## src/rtl/rpai_pkg.sv

```systemverilog
// Shared types, constants and the arctangent table for the annulus intersector.
package rpai_pkg;

   localparam int CW       = 21;
   localparam int TW       = 20;
   localparam int PW       = 32;
   localparam int AW       = 35;
   localparam int ACC_W    = 32;
   localparam int DW       = 64;
   localparam int DIV_BITS = 20;
   localparam int CORDIC_N = 30;

   localparam logic [2:0] CSR_CENTER = 3'd0;
   localparam logic [2:0] CSR_NORMAL = 3'd1;
   localparam logic [2:0] CSR_INNER  = 3'd2;
   localparam logic [2:0] CSR_OUTER  = 3'd3;
   localparam logic [2:0] CSR_MIN    = 3'd4;
   localparam logic [2:0] CSR_MAX    = 3'd5;

   typedef logic signed [CW-1:0] coord_type;
   typedef logic signed [PW-1:0] point_type;

   // arctangent of 2^-i in units of 2^-32 turn
   function automatic logic [ACC_W-1:0] atan_turn(input logic [4:0] i);
      logic [ACC_W-1:0] r;
      unique case (i)
         5'd0:  r = 32'h20000000;
         5'd1:  r = 32'h12E4051E;
         5'd2:  r = 32'h09FB385B;
         5'd3:  r = 32'h051111D4;
         5'd4:  r = 32'h028B0D43;
         5'd5:  r = 32'h0145D7E1;
         5'd6:  r = 32'h00A2F61E;
         5'd7:  r = 32'h00517C55;
         5'd8:  r = 32'h0028BE53;
         5'd9:  r = 32'h00145F2F;
         5'd10: r = 32'h000A2F98;
         5'd11: r = 32'h000517CC;
         5'd12: r = 32'h00028BE6;
         5'd13: r = 32'h000145F3;
         5'd14: r = 32'h0000A2FA;
         5'd15: r = 32'h0000517D;
         5'd16: r = 32'h000028BE;
         5'd17: r = 32'h0000145F;
         5'd18: r = 32'h00000A30;
         5'd19: r = 32'h00000518;
         5'd20: r = 32'h0000028C;
         5'd21: r = 32'h00000146;
         5'd22: r = 32'h000000A3;
         5'd23: r = 32'h00000051;
         5'd24: r = 32'h00000029;
         5'd25: r = 32'h00000014;
         5'd26: r = 32'h0000000A;
         5'd27: r = 32'h00000005;
         5'd28: r = 32'h00000003;
         5'd29: r = 32'h00000001;
         default: r = '0;
      endcase
      return r;
   endfunction

endpackage

```

## src/rtl/rpai_div.sv

```systemverilog
// Pipelined restoring divider, one quotient bit per stage.
module rpai_div #(
   parameter int SIDE_W = 8
) (
   input  logic                          clock,
   input  logic                          reset,
   input  logic                          advance,
   input  logic                          in_valid,
   input  logic [rpai_pkg::DW-1:0]       in_dividend,
   input  logic [rpai_pkg::DW-1:0]       in_divisor,
   input  logic [SIDE_W-1:0]             in_side,
   output logic                          out_valid,
   output logic [rpai_pkg::DIV_BITS-1:0] out_quotient,
   output logic [SIDE_W-1:0]             out_side
);

   localparam int N = rpai_pkg::DIV_BITS;

   logic                  valid_ff [0:N];
   logic [rpai_pkg::DW-1:0] rem_ff [0:N];
   logic [rpai_pkg::DW-1:0] dvs_ff [0:N];
   logic [N-1:0]          quo_ff   [0:N];
   logic [SIDE_W-1:0]     side_ff  [0:N];

   always_ff @(posedge clock) begin
      if (reset) begin
         valid_ff[0] <= 1'b0;
      end else if (advance) begin
         valid_ff[0] <= in_valid;
      end
      if (advance) begin
         rem_ff[0]  <= in_dividend;
         dvs_ff[0]  <= in_divisor;
         quo_ff[0]  <= '0;
         side_ff[0] <= in_side;
      end
   end

   for (genvar k = 0; k < N; k++) begin : g_stage
      localparam int B = N - 1 - k;
      logic [rpai_pkg::DW-1:0] sub;
      logic                    ge;
      logic [rpai_pkg::DW-1:0] rem_in;
      logic [N-1:0]            quo_in;

      always_comb begin
         sub    = dvs_ff[k] << B;
         ge     = rem_ff[k] >= sub;
         rem_in = ge ? rem_ff[k] - sub : rem_ff[k];
         quo_in = quo_ff[k];
         quo_in[B] = ge;
      end

      always_ff @(posedge clock) begin
         if (reset) begin
            valid_ff[k+1] <= 1'b0;
         end else if (advance) begin
            valid_ff[k+1] <= valid_ff[k];
         end
         if (advance) begin
            rem_ff[k+1]  <= rem_in;
            dvs_ff[k+1]  <= dvs_ff[k];
            quo_ff[k+1]  <= quo_in;
            side_ff[k+1] <= side_ff[k];
         end
      end
   end

   assign out_valid    = valid_ff[N];
   assign out_quotient = quo_ff[N];
   assign out_side     = side_ff[N];

endmodule

```

## config.mk

```make
export PLATFORM = sky130hd
export DESIGN_NAME = rpai_div
export DESIGN_NICKNAME = d
export VERILOG_FILES = /design/src/rtl/rpai_pkg.sv /design/src/rtl/rpai_div.sv
export SDC_FILE = /design/constraint.sdc
export NUM_CORES = 2
export LEC_CHECK = 0
export ABC_CLOCK_PERIOD_IN_PS = 9300
export BUFFER_PORTS_ARGS = -buffer_cell sky130_fd_sc_hd__buf_2
export CAP_MARGIN = 20
export CORE_AREA = 2 2 740 742
export DETAILED_ROUTE_END_ITERATION = 6
export DIE_AREA = 0 0 742 744
export GPL_ROUTABILITY_DRIVEN = 0
export PLACE_DENSITY = 0.55
export SETUP_SLACK_MARGIN = 0.2
export SLEW_MARGIN = 20
export SYNTH_ARGS = -nofsm -noshare
export SYNTH_HDL_FRONTEND = slang
export SYNTH_SLANG_ARGS = --single-unit
```

## constraint.sdc

```tcl
create_clock -name clock -period 9.3 [get_ports clock]
set_input_delay 2.325 -clock clock [delete_from_list [all_inputs] [get_ports clock]]
set_output_delay 2.325 -clock clock [all_outputs]
set_load 0.02 [all_outputs]
```

* Word-level counts from Yosys, hierarchy flattened
Memories as Yosys holds them, arrays and structs flattened. Index checks and enable logic that the tools add are counted.
Cells by class: mux-type cells 47, reduce and logical (&&, ||, !) cells 0, multiply operators 0, bitwise logic cells 21, div/mod/pow operators 0, add/subtract/negate cells 20, equal/unequal tests 0, order comparisons 20, shifts and indexed selects 0
Operators with widths (count):
- $ge 64x64->1 | 20
- $mux 64 | 20
- $sub 64x64->64 | 20
- $mux 1 | 27
- $or 1x1->1 | 21
Storage, ports and cells: output and inout port bits 29, bits of input ports 140, memory bits (writable) 3297, register bits after elaboration 0, latch bits 0, memories kept 5, memory bits (read-only) 0
Memory list:
- dvs_ff | depth 21, width 64, rd ports 20, clocked after Yosys merged registers in 0, wr ports 21, RTL line rpai_div.sv:21 | logic [rpai_pkg::DW-1:0] dvs_ff [0:N];
- rem_ff | depth 21, width 64, rd ports 20, clocked after Yosys merged registers in 0, wr ports 21, RTL line rpai_div.sv:20 | logic [rpai_pkg::DW-1:0] rem_ff [0:N];
- quo_ff | depth 21, width 20, rd ports 21, clocked after Yosys merged registers in 0, wr ports 21, RTL line rpai_div.sv:22 | logic [N-1:0] quo_ff [0:N];
- side_ff | depth 21, width 8, rd ports 21, clocked after Yosys merged registers in 0, wr ports 21, RTL line rpai_div.sv:23 | logic [SIDE_W-1:0] side_ff [0:N];
- valid_ff | depth 21, width 1, rd ports 21, clocked after Yosys merged registers in 0, wr ports 21, RTL line rpai_div.sv:19 | logic valid_ff [0:N];

* Logic depth before layout (Yosys ltp)
word-level depth 4, depth in mapped cells 18

* Least setup slack after synthesis
OpenSTA, ideal clock, no wires.
kind register to register, start point mem rem_ff[0][145] (netlist bit), end point mem rem_ff[0][253] (netlist bit), data pin, buffers on the path 0, required time 9.040 ns, slack 5.134 ns, cell stages (with the launch flop) 17, setup time 0.260 ns, arrival 3.906 ns, period minus slack after synthesis 4.166 ns, cell sequence edfxtp_1 inv_1 ha_1 inv_1 fa_1 a211o_1 a2111o_1 a21oi_4 o21ai_2 a21oi_4 a31oi_4 a311o_1 a21o_1 a221o_2 a311oi_2 xnor2_1 mux2_4
RTL lines (RTL line):
- start, declared | rpai_div.sv:20

==> flow_metrics.env <==
export IMPL_die_y_um=744
export IMPL_track_usage_pct=12.2
export IMPL_insertion_delay_ps=970
export IMPL_clock_sinks=2959
export IMPL_synthArstFlopShare_pct=0
export IMPL_r2r_end="rem_ff[4][133]"
export IMPL_grt_max_degree=180
export IMPL_row_count=271
export IMPL_cts_resized=0
export IMPL_ys_ff_latch=2959
export IMPL_routed_via_density=4.78
export IMPL_area_delta_synth_final_pct=12.6
export IMPL_fmax_mhz=191
export IMPL_setup_violations=0
export IMPL_nets=15648
export IMPL_post_route_drc_count=0
export IMPL_clock_path_buffers=4
export IMPL_pin_count=169
export IMPL_ant_nets=0
export IMPL_ff2ff_setup_slack_ps=4060
export IMPL_hold_path_class="flip-flop to flip-flop"
export IMPL_vdd_ir_drop_max_mv=0.167
export IMPL_grtUsageMet2_pct=20.5
export IMPL_ys_flop_type="edfxtp_1"
export IMPL_netlist_area_um2=163000
export IMPL_required_ps=10010
export IMPL_cts_htree_levels=5
export IMPL_power_density_nw_per_um2=333
export IMPL_slew_headroom_pct=16.6
export IMPL_leakagePower_nw=73.1
export IMPL_synth_cell_type_count=109
export IMPL_drtIter0Drc=6591
export IMPL_yosysWarnings=0
export IMPL_syn_num_nets=15527
export IMPL_maxSlewViolCount=0
export IMPL_die_w_um=742
export IMPL_drive_above_1_share_pct=6.34
export IMPL_cts_tree="done"
export IMPL_report_final_hold_viol_count=0
export IMPL_status="finished, final reports clean"
export IMPL_first_global_vias=105438
export IMPL_avgSynthCellArea_um2=11.4
export IMPL_drt_first_pass_iters=6
export IMPL_crit_type="flip-flop to flip-flop"
export IMPL_tightestPinTransition_ps=1250
export IMPL_reg2reg_from="rem_ff[4][73]"
export IMPL_hold_path_end="dvs_ff[2][51]"
export IMPL_holdBufCountCts=0
export IMPL_hp_start="dvs_ff[1][115]"
export IMPL_drv_cap=0
export IMPL_grt_use_met1_pct=15.4
export IMPL_syn_instance_count=14278
export IMPL_avgRoutedWirePerCell_um=15.9
export IMPL_crit_path_end_kind="flip-flop"
export IMPL_power_w=0.0610
export IMPL_finClkSkew_ps=46.6
export IMPL_routed_wirelength_um=347000
export IMPL_fin_crit_sh_pct=56.3
export IMPL_cts_made_buffers=352
export IMPL_hold_path_depth=0
export IMPL_core_area_um2=544000
export IMPL_clkTransAtPathRegs_ps=60
export IMPL_crit_path_start_kind="flip-flop"
export IMPL_start_util_pct=29.9
export IMPL_ff2ff_path_depth=13
export IMPL_antenna_found_initial=3
export IMPL_overflow=0
export IMPL_top_usage_layer="met2"
export IMPL_synth_edf_count=2959
export IMPL_hold_ws_ps=392
export IMPL_crit_fanout=63
export IMPL_postCtsSetupBuffers=0
export IMPL_cp_arrival_ps=5950
export IMPL_setup_tns_ps=0
export IMPL_hpwl_um=259000
export IMPL_die_area_um2=552000
export IMPL_grt_first_pass_wirelength_um=557000
export IMPL_met3_usage_pct=1.49
export IMPL_yosysSeqAreaShare_pct=54.6
export IMPL_rsz0062_at_grt="false"
export IMPL_vias=104650
export IMPL_fin_crit_ps=5240
export IMPL_clock_root_buffer="clkbuf_16"
export IMPL_port_buffer_count=168
## per-layer routing
| layer | wire (um) | vias to the layer above |
|---|---|---|
| li1 | - | 52849 |
| met1 | 156000 | 48600 |
| met2 | 159000 | 2266 |
| met3 | 12300 | 935 |
| met4 | 19800 | 0 |
| met5 | 0 | - |
## worst max-delay path by stage
stage	cells after the start	start	slack [ps]	endpoint
after floorplan	16	rem_ff[0][145]	5130	rem_ff[0][253]
after global placement	13	rem_ff[4][73]	4100	rem_ff[4][132]
after detailed placement	13	rem_ff[4][73]	4130	rem_ff[4][133]
after CTS	13	rem_ff[4][73]	4120	rem_ff[4][140]
after global routing	14	dvs_ff[8][0]	3910	rem_ff[4][127]
final	13	rem_ff[4][73]	4060	rem_ff[4][133]
## through the flow
stage	utilization, %	instance area [um^2]	worst slack (ps)	instances
detailed placement	31.6	172000	4130	21279
global route	33.7	183000	3910	21913
global placement	31.6	172000	4100	21279
CTS	33.7	183000	4120	21912
floorplan	-	163000	5130	14278
finish	33.7	183000	4060	21913
## flip-flops by register name (all words and copies together) (netlist names)
signal,cells
dvs_ff,1280
quo_ff,210
side_ff,168
valid_ff,21
rem_ff,1280
## critical path, cell delays in order (launching register included)
cell	delay, ps
edfxtp_1	390
ha_1	390
a21oi_1	170
nor2_1	50
o41ai_1	580
a21boi_1	250
o31ai_1	810
a22oi_1	330
a21o_1	270
a21o_1	210
a31o_2	240
a31oi_4	140
buf_4	680
mux2_2	410
## report_power, final
part           leakage [nW]  internal (W)  switching, W
clock                  5.57       0.00804       0.00560
sequential             29.0        0.0189       0.00172
combinational          38.6        0.0112        0.0155
total                  73.1        0.0382        0.0228
## Yosys cell counts (21+ instances only)
| cell | number | area [um^2] |
|---|---|---|
| o21ai_1 | 386 | 1930 |
| a21oi_1 | 1319 | 6600 |
| clkbuf_1 | 424 | 1590 |
| nand2_1 | 907 | 3400 |
| or3_1 | 24 | 150 |
| a41oi_1 | 23 | 201 |
| buf_2 | 22 | 110 |
| nor2b_1 | 160 | 1000 |
| a21boi_1 | 27 | 203 |
| edfxtp_1 | 2959 | 88900 |
| o21ai_0 | 504 | 2520 |
| nand3_1 | 188 | 941 |
| xor2_1 | 349 | 3060 |
| or2_2 | 26 | 163 |
| nand4_1 | 271 | 1700 |
| o31a_1 | 28 | 245 |
| a221oi_1 | 36 | 315 |
| mux2_1 | 436 | 4910 |
| a211oi_1 | 61 | 458 |
| o31ai_1 | 55 | 413 |
| a211o_1 | 28 | 245 |
| o41ai_1 | 23 | 201 |
| inv_1 | 1321 | 4960 |
| xnor2_1 | 584 | 5110 |
| a221o_1 | 23 | 230 |
| o211ai_1 | 49 | 368 |
| and4_1 | 33 | 289 |
| a21o_1 | 727 | 5460 |
| nor4_1 | 73 | 457 |
| mux2_2 | 62 | 698 |
| and3_1 | 111 | 694 |
| mux2i_1 | 21 | 210 |
| nand2b_1 | 135 | 845 |
| and2_1 | 60 | 375 |
| nor2_1 | 793 | 2980 |
| ha_1 | 1090 | 13600 |
| a2111oi_0 | 31 | 272 |
| o21a_1 | 144 | 1080 |
| nor3_1 | 129 | 646 |
| a31oi_1 | 126 | 788 |
| o21bai_1 | 172 | 1290 |
## kinds of logic after synthesis
kind of cell	count (synthesis)	share of synthesized area, %
xor gates and xnor gates	933	5.02
buffers and inverters	1810	4.25
adders and majority gates	1109	8.62
DFF	2959	54.6
muxes	520	3.58
and+or+nand+nor	3003	8.85
AOI/OAI and AO/OA	3944	15.1
## placed cells by master (no fill, tap or decap), types with 111 or more instances in the layout
master / synthesis / final
xor2_1: 349 / 349
edfxtp_1: 2959 / 2959
ha_1: 1090 / 1090
inv_1: 1321 / 1321
nand2_1: 907 / 907
nor3_1: 129 / 129
mux2_1: 436 / 436
o21a_1: 144 / 143
clkbuf_16: 0 / 359
xnor2_1: 584 / 584
o21ai_0: 504 / 504
o21ai_1: 386 / 381
nor2_1: 793 / 791
nand2b_1: 135 / 135
a21oi_1: 1319 / 1318
and3_1: 111 / 111
buf_2: 22 / 167
nor2b_1: 160 / 159
nand4_1: 271 / 271
o21bai_1: 172 / 172
nand3_1: 188 / 188
a31oi_1: 126 / 126
a21o_1: 727 / 727
## final cells by class
cell class	count	area [um^2]
Clock buffer	423	9220
Clock inverter	210	2210
Multi-Input combinational cell	9509	67200
Inverter	1334	5020
Fill cell	53960	360000
Sequential cell	2959	88900
Antenna cell	1	2.50
Timing Repair Buffer	243	1620
Tap cell	7234	9050
Note: power is estimated with default switching activity, not from simulation.
